[src/hw/rtl/wps_pkg.sv]
// ----------------------------------------------------------------------------
// wps_pkg
// shared types and constants of the wav pcm stream parser
// ----------------------------------------------------------------------------
package wps_pkg;

  // chunk tags as they appear in a shifted window, first byte highest
  localparam logic [31:0] TAG_RIFF = 32'h5249_4646;
  localparam logic [31:0] TAG_WAVE = 32'h5741_5645;
  localparam logic [31:0] TAG_FMT  = 32'h666D_7420;
  localparam logic [31:0] TAG_DATA = 32'h6461_7461;

  // result kinds
  localparam logic [1:0] KIND_SAMPLE = 2'd0;
  localparam logic [1:0] KIND_HEADER = 2'd1;
  localparam logic [1:0] KIND_ERROR  = 2'd2;

  // error codes
  localparam logic [2:0] ERR_NONE     = 3'd0;
  localparam logic [2:0] ERR_RIFF     = 3'd1;
  localparam logic [2:0] ERR_WAVE     = 3'd2;
  localparam logic [2:0] ERR_NOT_MONO = 3'd3;
  localparam logic [2:0] ERR_DEPTH    = 3'd4;

  // format chunk length in bytes, including its size field
  localparam logic [4:0] FMT_LEN = 5'd20;

  // output payload width, packed to whole bytes
  localparam int OUT_DATA_W = 88;

  // per-byte datapath operation
  typedef enum logic [2:0] {
    OP_NONE,
    OP_TAG,
    OP_SKIP,
    OP_SEEK,
    OP_FMT,
    OP_DSIZE,
    OP_SAMPLE
  } op_t;

  // controller to datapath
  typedef struct packed {
    logic       clr;
    op_t        op;
    logic       seek_data;
    logic       div_start;
    logic       load_limit;
    logic       emit;
    logic [1:0] kind;
    logic [2:0] err;
  } cmd_t;

  // datapath to controller
  typedef struct packed {
    logic cnt_last;
    logic fmt_last;
    logic seek_hit;
    logic win_riff;
    logic win_wave;
    logic mono;
    logic depth_ok;
    logic smp_last;
    logic smp_fin;
    logic div_done;
    logic quot_zero;
    logic total_zero;
  } sts_t;

endpackage

[src/hw/rtl/wps_div.sv]
// ----------------------------------------------------------------------------
// wps_div
// restoring divider, one quotient bit per cycle, 32 by 16 bits
// ----------------------------------------------------------------------------
module wps_div (
  input  logic        clk,
  input  logic        rst_n,
  input  logic        start,
  input  logic [31:0] dividend,
  input  logic [15:0] divisor,
  output logic        done,
  output logic [31:0] quotient
);

  logic        busy_r,  busy_nxt;
  logic        done_r,  done_nxt;
  logic [4:0]  cnt_r,   cnt_nxt;
  logic [31:0] quot_r,  quot_nxt;
  logic [15:0] rem_r,   rem_nxt;
  logic [16:0] shifted;
  logic        fits;

  // a zero divisor always fits, so the quotient comes out all ones
  assign shifted = {rem_r, quot_r[31]};
  assign fits    = shifted >= {1'b0, divisor};

  always_comb begin
    busy_nxt = busy_r;
    done_nxt = done_r;
    cnt_nxt  = cnt_r;
    quot_nxt = quot_r;
    rem_nxt  = rem_r;
    if (start) begin
      busy_nxt = 1'b1;
      done_nxt = 1'b0;
      cnt_nxt  = '0;
      quot_nxt = dividend;
      rem_nxt  = '0;
    end else if (busy_r) begin
      rem_nxt  = fits ? 16'(shifted - {1'b0, divisor}) : shifted[15:0];
      quot_nxt = {quot_r[30:0], fits};
      cnt_nxt  = 5'(cnt_r + 5'd1);
      if (cnt_r == 5'd31) begin
        busy_nxt = 1'b0;
        done_nxt = 1'b1;
      end
    end
  end

  always_ff @(posedge clk) begin
    if (!rst_n) begin
      busy_r <= 1'b0;
      done_r <= 1'b0;
      cnt_r  <= '0;
    end else begin
      busy_r <= busy_nxt;
      done_r <= done_nxt;
      cnt_r  <= cnt_nxt;
    end
    quot_r <= quot_nxt;
    rem_r  <= rem_nxt;
  end

  assign done     = done_r;
  assign quotient = quot_r;

endmodule

[src/hw/rtl/wps_dp.sv]
// ----------------------------------------------------------------------------
// wps_dp
// parser datapath: tag window, header fields, sample assembly, result register
// ----------------------------------------------------------------------------
module wps_dp (
  input  logic                          clk,
  input  logic                          rst_n,
  input  logic [7:0]                    data_byte,
  input  wps_pkg::cmd_t                 cmd,
  input  logic                          out_ready,
  output wps_pkg::sts_t                 sts,
  output logic                          out_valid,
  output logic [1:0]                    out_kind,
  output logic [wps_pkg::OUT_DATA_W-1:0] out_data,
  output logic                          out_last
);

  import wps_pkg::*;

  logic [4:0]  cnt_r,   cnt_nxt,   cnt_b;
  logic [31:0] win_r,   win_nxt,   win_b;
  logic [31:0] asm_r,   asm_nxt,   asm_b;
  logic [15:0] ch_r,    ch_nxt,    ch_b;
  logic [15:0] align_r, align_nxt, align_b;
  logic [15:0] depth_r, depth_nxt, depth_b;
  logic [31:0] rate_r,  rate_nxt,  rate_b;
  logic [31:0] total_r, total_nxt, total_b;
  logic [31:0] limit_r, limit_nxt, limit_b;
  logic [31:0] seen_r,  seen_nxt,  seen_b;
  logic [31:0] emit_r,  emit_nxt,  emit_b;

  logic        ov_r, ov_nxt;
  logic [1:0]  okind_r;
  logic [2:0]  oerr_r;
  logic [31:0] osmp_r, orate_r;
  logic [15:0] obps_r;
  logic        olast_r;

  logic [31:0] win_sh, asm_new, total_new, seen_new, emit_new, lj, smp_v;
  logic [4:0]  cnt_inc, cnt_sat;
  logic [4:0]  nbytes;
  logic [31:0] byte_pos;
  logic        div_done;
  logic [31:0] quotient;

  // start of file sees every register as cleared
  always_comb begin
    cnt_b   = cmd.clr ? '0 : cnt_r;
    win_b   = cmd.clr ? '0 : win_r;
    asm_b   = cmd.clr ? '0 : asm_r;
    ch_b    = cmd.clr ? '0 : ch_r;
    align_b = cmd.clr ? '0 : align_r;
    depth_b = cmd.clr ? '0 : depth_r;
    rate_b  = cmd.clr ? '0 : rate_r;
    total_b = cmd.clr ? '0 : total_r;
    limit_b = cmd.clr ? '0 : limit_r;
    seen_b  = cmd.clr ? '0 : seen_r;
    emit_b  = cmd.clr ? '0 : emit_r;
  end

  assign win_sh    = {win_b[23:0], data_byte};
  assign cnt_inc   = 5'(cnt_b + 5'd1);
  assign cnt_sat   = (cnt_b < 5'd4) ? cnt_inc : cnt_b;
  assign byte_pos  = {24'd0, data_byte} << {cnt_b[1:0], 3'b000};
  assign asm_new   = asm_b | byte_pos;
  assign total_new = total_b | byte_pos;
  assign seen_new  = (seen_b == '1) ? seen_b : 32'(seen_b + 32'd1);
  assign emit_new  = 32'(emit_b + 32'd1);
  assign nbytes    = {2'b00, depth_b[5:3]};

  // left-justify by depth, then halve keeping the sign
  always_comb begin
    case (depth_b)
      16'd16:  lj = {asm_new[15:0], 16'd0};
      16'd24:  lj = {asm_new[23:0], 8'd0};
      default: lj = asm_new;
    endcase
    smp_v = {lj[31], lj[31:1]};
  end

  always_comb begin
    sts            = '0;
    sts.cnt_last   = cnt_b == 5'd3;
    sts.fmt_last   = cnt_b == 5'(FMT_LEN - 5'd1);
    sts.seek_hit   = (cnt_sat >= 5'd4) &&
                     (win_sh == (cmd.seek_data ? TAG_DATA : TAG_FMT));
    sts.win_riff   = win_sh == TAG_RIFF;
    sts.win_wave   = win_sh == TAG_WAVE;
    sts.mono       = ch_b == 16'd1;
    sts.depth_ok   = (depth_b == 16'd16) || (depth_b == 16'd24) || (depth_b == 16'd32);
    sts.smp_last   = cnt_inc == nbytes;
    sts.smp_fin    = (emit_new >= limit_b) || (seen_new >= total_b);
    sts.div_done   = div_done;
    sts.quot_zero  = quotient == '0;
    sts.total_zero = total_b == '0;
  end

  always_comb begin
    cnt_nxt   = cnt_b;
    win_nxt   = win_b;
    asm_nxt   = asm_b;
    ch_nxt    = ch_b;
    align_nxt = align_b;
    depth_nxt = depth_b;
    rate_nxt  = rate_b;
    total_nxt = total_b;
    limit_nxt = limit_b;
    seen_nxt  = seen_b;
    emit_nxt  = emit_b;
    unique case (cmd.op)
      OP_TAG: begin
        win_nxt = win_sh;
        cnt_nxt = cnt_inc;
        if (sts.cnt_last) begin
          win_nxt = '0;
          cnt_nxt = '0;
        end
      end
      OP_SKIP: begin
        cnt_nxt = cnt_inc;
        if (sts.cnt_last) begin
          win_nxt = '0;
          cnt_nxt = '0;
        end
      end
      OP_SEEK: begin
        win_nxt = win_sh;
        cnt_nxt = sts.seek_hit ? '0 : cnt_sat;
        if (sts.seek_hit && cmd.seek_data) total_nxt = '0;
      end
      OP_FMT: begin
        case (cnt_b)
          5'd6:    ch_nxt[7:0]     = ch_b[7:0] | data_byte;
          5'd7:    ch_nxt[15:8]    = ch_b[15:8] | data_byte;
          5'd8:    rate_nxt[7:0]   = rate_b[7:0] | data_byte;
          5'd9:    rate_nxt[15:8]  = rate_b[15:8] | data_byte;
          5'd10:   rate_nxt[23:16] = rate_b[23:16] | data_byte;
          5'd11:   rate_nxt[31:24] = rate_b[31:24] | data_byte;
          5'd16:   align_nxt[7:0]  = align_b[7:0] | data_byte;
          5'd17:   align_nxt[15:8] = align_b[15:8] | data_byte;
          5'd18:   depth_nxt[7:0]  = depth_b[7:0] | data_byte;
          5'd19:   depth_nxt[15:8] = depth_b[15:8] | data_byte;
          default: ;
        endcase
        cnt_nxt = cnt_inc;
        if (sts.fmt_last) begin
          cnt_nxt = '0;
          win_nxt = '0;
        end
      end
      OP_DSIZE: begin
        total_nxt = total_new;
        cnt_nxt   = cnt_inc;
        if (sts.cnt_last) begin
          cnt_nxt  = '0;
          asm_nxt  = '0;
          seen_nxt = '0;
          emit_nxt = '0;
        end
      end
      OP_SAMPLE: begin
        asm_nxt  = asm_new;
        cnt_nxt  = cnt_inc;
        seen_nxt = seen_new;
        if (sts.smp_last) begin
          emit_nxt = emit_new;
          cnt_nxt  = '0;
          asm_nxt  = '0;
        end
      end
      default: ;
    endcase
    if (cmd.load_limit) limit_nxt = quotient;
  end

  // header division: data size over block align
  wps_div u_div (
    .clk      (clk),
    .rst_n    (rst_n),
    .start    (cmd.div_start),
    .dividend (total_new),
    .divisor  (align_b),
    .done     (div_done),
    .quotient (quotient)
  );

  assign ov_nxt = cmd.emit ? 1'b1 : (out_ready ? 1'b0 : ov_r);

  always_ff @(posedge clk) begin
    if (!rst_n) begin
      cnt_r   <= '0;
      win_r   <= '0;
      asm_r   <= '0;
      ch_r    <= '0;
      align_r <= '0;
      depth_r <= '0;
      rate_r  <= '0;
      total_r <= '0;
      limit_r <= '0;
      seen_r  <= '0;
      emit_r  <= '0;
      ov_r    <= 1'b0;
    end else begin
      cnt_r   <= cnt_nxt;
      win_r   <= win_nxt;
      asm_r   <= asm_nxt;
      ch_r    <= ch_nxt;
      align_r <= align_nxt;
      depth_r <= depth_nxt;
      rate_r  <= rate_nxt;
      total_r <= total_nxt;
      limit_r <= limit_nxt;
      seen_r  <= seen_nxt;
      emit_r  <= emit_nxt;
      ov_r    <= ov_nxt;
    end
    if (cmd.emit) begin
      okind_r <= cmd.kind;
      oerr_r  <= cmd.err;
      osmp_r  <= (cmd.kind == KIND_SAMPLE) ? smp_v : '0;
      olast_r <= (cmd.kind == KIND_SAMPLE) ? sts.smp_fin : 1'b0;
      orate_r <= (cmd.kind == KIND_HEADER) ? rate_b : '0;
      obps_r  <= (cmd.kind == KIND_HEADER) ? depth_b : '0;
    end
  end

  assign out_valid = ov_r;
  assign out_kind  = okind_r;
  assign out_last  = olast_r;
  assign out_data  = {5'd0, obps_r, orate_r, osmp_r, oerr_r};

endmodule

[src/hw/rtl/wps_ctrl.sv]
// ----------------------------------------------------------------------------
// wps_ctrl
// parse phase state machine, issues one datapath command per request
// ----------------------------------------------------------------------------
module wps_ctrl (
  input  logic          clk,
  input  logic          rst_n,
  input  logic          in_valid,
  input  logic          start_file,
  input  logic          out_free,
  input  wps_pkg::sts_t sts,
  output logic          in_ready,
  output wps_pkg::cmd_t cmd
);

  import wps_pkg::*;

  typedef enum logic [3:0] {
    PH_RIFF,
    PH_SKIPSIZE,
    PH_WAVE,
    PH_SEEKFMT,
    PH_FMT,
    PH_SEEKDATA,
    PH_DSIZE,
    PH_DIVIDE,
    PH_SAMPLES,
    PH_DONE
  } phase_t;

  phase_t phase_r, phase_nxt, phase_eff;
  logic   accept;

  assign in_ready  = (phase_r != PH_DIVIDE) && out_free;
  assign accept    = in_valid && in_ready;
  assign phase_eff = (accept && start_file) ? PH_RIFF : phase_r;

  always_comb begin
    cmd       = '0;
    cmd.op    = OP_NONE;
    cmd.kind  = KIND_SAMPLE;
    cmd.err   = ERR_NONE;
    cmd.clr   = accept && start_file;
    phase_nxt = phase_eff;
    if (phase_r == PH_DIVIDE) begin
      if (sts.div_done && out_free) begin
        cmd.load_limit = 1'b1;
        cmd.emit       = 1'b1;
        cmd.kind       = KIND_HEADER;
        phase_nxt      = (sts.quot_zero || sts.total_zero) ? PH_DONE : PH_SAMPLES;
      end
    end else if (accept) begin
      unique case (phase_eff)
        PH_RIFF: begin
          cmd.op = OP_TAG;
          if (sts.cnt_last) begin
            if (sts.win_riff) begin
              phase_nxt = PH_SKIPSIZE;
            end else begin
              cmd.emit  = 1'b1;
              cmd.kind  = KIND_ERROR;
              cmd.err   = ERR_RIFF;
              phase_nxt = PH_DONE;
            end
          end
        end
        PH_SKIPSIZE: begin
          cmd.op = OP_SKIP;
          if (sts.cnt_last) phase_nxt = PH_WAVE;
        end
        PH_WAVE: begin
          cmd.op = OP_TAG;
          if (sts.cnt_last) begin
            if (sts.win_wave) begin
              phase_nxt = PH_SEEKFMT;
            end else begin
              cmd.emit  = 1'b1;
              cmd.kind  = KIND_ERROR;
              cmd.err   = ERR_WAVE;
              phase_nxt = PH_DONE;
            end
          end
        end
        PH_SEEKFMT: begin
          cmd.op = OP_SEEK;
          if (sts.seek_hit) phase_nxt = PH_FMT;
        end
        PH_FMT: begin
          cmd.op = OP_FMT;
          if (sts.fmt_last) begin
            if (sts.mono) begin
              phase_nxt = PH_SEEKDATA;
            end else begin
              cmd.emit  = 1'b1;
              cmd.kind  = KIND_ERROR;
              cmd.err   = ERR_NOT_MONO;
              phase_nxt = PH_DONE;
            end
          end
        end
        PH_SEEKDATA: begin
          cmd.op        = OP_SEEK;
          cmd.seek_data = 1'b1;
          if (sts.seek_hit) phase_nxt = PH_DSIZE;
        end
        PH_DSIZE: begin
          cmd.op = OP_DSIZE;
          if (sts.cnt_last) begin
            if (sts.depth_ok) begin
              cmd.div_start = 1'b1;
              phase_nxt     = PH_DIVIDE;
            end else begin
              cmd.emit  = 1'b1;
              cmd.kind  = KIND_ERROR;
              cmd.err   = ERR_DEPTH;
              phase_nxt = PH_DONE;
            end
          end
        end
        PH_SAMPLES: begin
          cmd.op = OP_SAMPLE;
          if (sts.smp_last) begin
            cmd.emit = 1'b1;
            if (sts.smp_fin) phase_nxt = PH_DONE;
          end
        end
        PH_DONE:   ;
        PH_DIVIDE: ;
        default:   ;
      endcase
    end
  end

  always_ff @(posedge clk) begin
    if (!rst_n) begin
      phase_r <= PH_RIFF;
    end else begin
      phase_r <= phase_nxt;
    end
  end

endmodule

[src/hw/rtl/wav_pcm_stream_parser_core.sv]
// ----------------------------------------------------------------------------
// wav_pcm_stream_parser_core
// byte-serial wav header parser and mono pcm sample decoder
// ----------------------------------------------------------------------------
// usage:
//   the input channel takes one file byte per request; in_tuser marks the
//   first byte of a new file and clears all parse state before that byte
//   the result channel carries at most one result per input byte: a header
//   accepted result (rate and depth), an error, or one decoded sample as
//   q1.31 at half scale; out_tlast flags the final sample of the data chunk
//   a result is registered and can be taken in the cycle after the
//   byte that completes it; the header accepted result waits on the divider
//   and can be taken once the division after the last data size byte ends
//   throughput: one byte per cycle while results are taken, except after the
//   last data size byte, where a bit-serial divider works out the sample
//   count limit and the input stalls there, once per file
//   when the receiver stalls, the result register holds and the input is
//   held off until that result is taken; a result can be taken and the
//   next byte accepted in the same cycle
//   after reset the parser waits for the riff tag; after an error or the
//   end of the data every byte is taken and dropped until a new file starts
// ----------------------------------------------------------------------------
module wav_pcm_stream_parser_core (
  input  logic                           clk,
  input  logic                           rst_n,
  // input request channel
  input  logic                           in_tvalid,
  output logic                           in_tready,
  input  logic [7:0]                     in_tdata,   // [7:0] data_byte
  input  logic [0:0]                     in_tuser,   // [0] start_file
  // result request channel
  output logic                           out_tvalid,
  input  logic                           out_tready,
  // [2:0] error_code, [34:3] sample_value, [66:35] sample_rate,
  // [82:67] bits_per_sample, [87:83] zero
  output logic [wps_pkg::OUT_DATA_W-1:0] out_tdata,
  output logic [1:0]                     out_tuser,  // [1:0] kind
  output logic                           out_tlast   // last sample of data chunk
);

  import wps_pkg::*;

  cmd_t cmd;
  sts_t sts;
  logic out_free;

  // the result register frees up when empty or when drained this cycle
  assign out_free = !out_tvalid || out_tready;

  // phase sequencing and result decisions
  wps_ctrl u_ctrl (
    .clk        (clk),
    .rst_n      (rst_n),
    .in_valid   (in_tvalid),
    .start_file (in_tuser[0]),
    .out_free   (out_free),
    .sts        (sts),
    .in_ready   (in_tready),
    .cmd        (cmd)
  );

  // header fields, sample assembly, divider and result register
  wps_dp u_dp (
    .clk       (clk),
    .rst_n     (rst_n),
    .data_byte (in_tdata),
    .cmd       (cmd),
    .out_ready (out_tready),
    .sts       (sts),
    .out_valid (out_tvalid),
    .out_kind  (out_tuser),
    .out_data  (out_tdata),
    .out_last  (out_tlast)
  );

endmodule

[config.mk]
export PLATFORM = sky130hd
export DESIGN_NAME = wav_pcm_stream_parser_core
export DESIGN_NICKNAME = d
export VERILOG_FILES = /design/src/hw/rtl/wps_pkg.sv /design/src/hw/rtl/wps_div.sv /design/src/hw/rtl/wps_dp.sv /design/src/hw/rtl/wps_ctrl.sv /design/src/hw/rtl/wav_pcm_stream_parser_core.sv
export SDC_FILE = /design/constraint.sdc
export NUM_CORES = 1
export LEC_CHECK = 0
export BUFFER_PORTS_ARGS = -buffer_cell sky130_fd_sc_hd__clkbuf_2
export CORE_MARGIN = 2
export CORE_UTILIZATION = 56
export DETAILED_ROUTE_END_ITERATION = 12
export PLACE_DENSITY = 0.77
export SETUP_SLACK_MARGIN = 0.3
export SLEW_MARGIN = 40
export SYNTH_ARGS = -nofsm -noshare
export SYNTH_HDL_FRONTEND = slang
export SYNTH_SLANG_ARGS = --single-unit
[constraint.sdc]
create_clock -name clk -period 10.9 [get_ports clk]
set_input_delay 3.27 -clock clk [delete_from_list [all_inputs] [get_ports clk]]
set_output_delay 3.27 -clock clk [all_outputs]
set_load 0.03 [all_outputs]
==> out/qor.yml <==
outcome: "finished clean"
hold_path.class: "flop to flop"
slowest_stage: "buf_4"
post_drt_wl_per_cell_um: 20.4
clk_pin_slew_ns: 0.06
syn_inst: 2485
grt_overflow: 0
cts_buffers: 43
synth_top_cell_by_area: "dfxtp_1"
grt_start_max_net_pins: 88
drt_iter0_markers: 2021
synthToLayoutAreaGrowth_pct: 10.1
synth_area_um2: 21600
antenna_cells: 0
yosysSeqAreaShare_pct: 43.7
arrival_ns: 8.36
cts-resized-gates: 0
synth_edf_count: 117
ctsHtreeMaxLevel: 2
grt.total_usage_pct: 29.8
clk-insertion-delay-late_ns: 0.59
critPathLaunchType: "input pin"
setup_viol: 0
die_w_um: 201
antenna_found_initial: 1
slew_violations: 0
cts_tree: "done"
drt_wl_total_um: 61600
async_reset_ff_share_pct: 0
post-cts-setup-buffer-count: 0
drc: 0
cts_buffer_depth: 3
grt_pass1_vias: 18100
total_power_mw: 3.39
nets: 2579
final_common_cell: "nand2_1"
die_area_um2: 40200
fin_util_pct: 62.9
ys_seq_elements: 414
max_stage_delay_ns: 0.64
crit_family: "simple AND/OR/NAND/NOR gates"
clock-sinks: 414
rsz0062_at_grt: "false"
vias: 19300
row_count: 71
synth_warnings: 0
grt_pass1_wl_um: 96600
dieHeight_um: 201
max_freq_ghz: 0.126
max_cap_violations: 0
dp_hpwl_um: 42400
p_leak_nw: 8.86
synth_top_area_share_pct: 27.5
port_buffers: 100
tns_ns: 0
syn_area_per_cell_um2: 8.70
holdBufCountCts: 0
synth_area_leaders: "dfxtp_1, edfxtp_1, nand2_1"
antenna_left: 0
finalHoldViolCount: 0
cp.required_ns: 11.35
max-vdd-ir-drop_uv: 106
drive_above_1_share_pct: 10.0
initial_core_util_pct: 57.2
synth_ff_type: "dfxtp_1"
core_area_um2: 37800
final.period_utilization_pct: 72.5
drt-pass1-iter-count: 6
worst-path-buf-inv: 2
p_per_area_nw_per_um2: 143
endpoint_kind: "flop"
worst_pin_slew_ns: 0.778
crit_fanout: 72
skew_ns: 0.0220
synth.distinct_cells: 91
final_cell_mix: "nand2_1, dfxtp_1, nor2_1"
fin_crit_ns: 7.91
crit_chain: "clkbuf_2 -> and2_1 -> nand3_4 -> buf_4 -> and4_1 -> nand4_1 -> nand3_1 -> xor2_1 -> nor2_1 -> ha_1 -> nand3_1 -> or2_2 -> o41ai_1 -> o2111ai_1 -> a211oi_1 -> nor3b_1 -> nor2_1"
critPathKind: "input pin to flop"
clockRootBuffer: "clkbuf_16"
io_pins: 106
viasPerCell: 6.39
maxSlewHeadroom_pct: 47.7
globalplace.congestion: 0.982
[stage by stage]
| step | std cells | hold slack [ns] | instance area, µm² | worst slack [ns] |
|---|---|---|---|---|
| 3_5_place_dp | 2941 | 0.457 | 22300 | 2.64 |
| 5_1_grt | 3022 | 0.487 | 23800 | 2.79 |
| 2_1_floorplan | 2489 | 0.434 | 21700 | 1.66 |
| 3_3_place_gp | 2940 | 0.456 | 22200 | 2.71 |
| 4_1_cts | 3020 | 0.470 | 23800 | 3.21 |
| 6_report | 3022 | 0.470 | 23800 | 2.99 |
[cells by family after synthesis]
group	Yosys count	synth area share, %
and+or+nand+nor	1028	23.1
AOI/OAI and AO/OA	654	20.3
DFF	414	43.7
buffers and inverters	215	4.25
adders and majority gates	89	5.18
xor gates and xnor gates	72	2.92
muxes	12	0.567
other	1	0.0173
[worst reg2reg max path, stage by stage, from the launching register on]
cell and delay, ns:
dfxtp_1 0.76, nand4b_2 0.41, nand3_4 0.35, buf_4 0.64, and4_1 0.39, nand4_1 0.53, nand3_1 0.36, xor2_1 0.18
nor2_1 0.06, ha_1 0.31, nand3_1 0.11, or2_2 0.31, o41ai_1 0.40, o2111ai_1 0.19, a211oi_1 0.48, nor3b_1 0.17
nor2_1 0.13
[final cells by class]
cell class                 instances  area, µm²
fill                            3205      14000
multi-input combinational       1860      11400
sequential                       414       9460
clock buffer                      56       1180
timing repair buffer             134        783
tap                              511        639
clock inverter                    23        263
inverter                          24       95.1
[per-layer routing]
metal / wire length (µm) / GRT usage [%] / up-vias
met2: 28700 / 48.9 / 879
met3: 5370 / 5.91 / 171
met5: 12 / 0 / -
met4: 2530 / 12.1 / 2
li1: - / - / 9027
met1: 25000 / 38.5 / 9225
[path summary, 6_finish.rpt]
| path | startpoint | end | slack [ns] | cells after the start |
|---|---|---|---|---|
| max | in_tuser | u_dp.out_last | 2.99 | 17 |
| min | u_dp.u_div.rem_r[15] | u_dp.u_div.rem_r[15] | 0.47 | 2 |
| max reg2reg | u_ctrl.phase_r[2] | u_dp.out_last | 5.01 | 16 |
| min reg2reg | u_dp.u_div.rem_r[15] | u_dp.u_div.rem_r[15] | 0.47 | 2 |
[synth_stat cells, types with 24 or more instances]
master,number
a21o_1,24
and3_1,32
a21oi_1,178
nor2_1,289
dfxtp_1,297
a22oi_1,50
nand3_1,88
edfxtp_1,117
o22a_1,30
a21boi_0,24
nand2_1,322
xnor2_1,39
clkbuf_1,126
xor2_1,33
a31oi_1,35
a22o_1,44
nand4_1,44
buf_2,36
a211oi_1,42
nor3_1,43
ha_1,88
nor4_1,30
and2_1,73
o21ai_0,107
[flip-flops by register name, indices dropped and copies added, names as in the netlist, 16 cells and up]
name,cells
u_dp.emit_r,32
u_dp.rate_r,32
u_dp.asm_r,32
u_dp.total_r,32
u_dp.osmp_r,31
u_dp.orate_r,32
u_dp.align_r,16
u_dp.ch_r,16
u_dp.limit_r,32
u_dp.u_div.quotient,32
u_dp.depth_r,16
u_dp.u_div.rem_r,16
u_dp.seen_r,32
u_dp.win_r,24
u_dp.obps_r,16
[report_power, final]
| group | internal [mW] | total [mW] | leakage, nW | switching, mW |
|---|---|---|---|---|
| Sequential | 1.59 | 1.61 | 3.55 | 0.0148 |
| Combinational | 0.0845 | 0.267 | 4.61 | 0.183 |
| Clock | 0.885 | 1.52 | 0.704 | 0.635 |
| Total | 2.56 | 3.39 | 8.86 | 0.833 |
No activity file was read; power rests on OpenSTA's default activity.
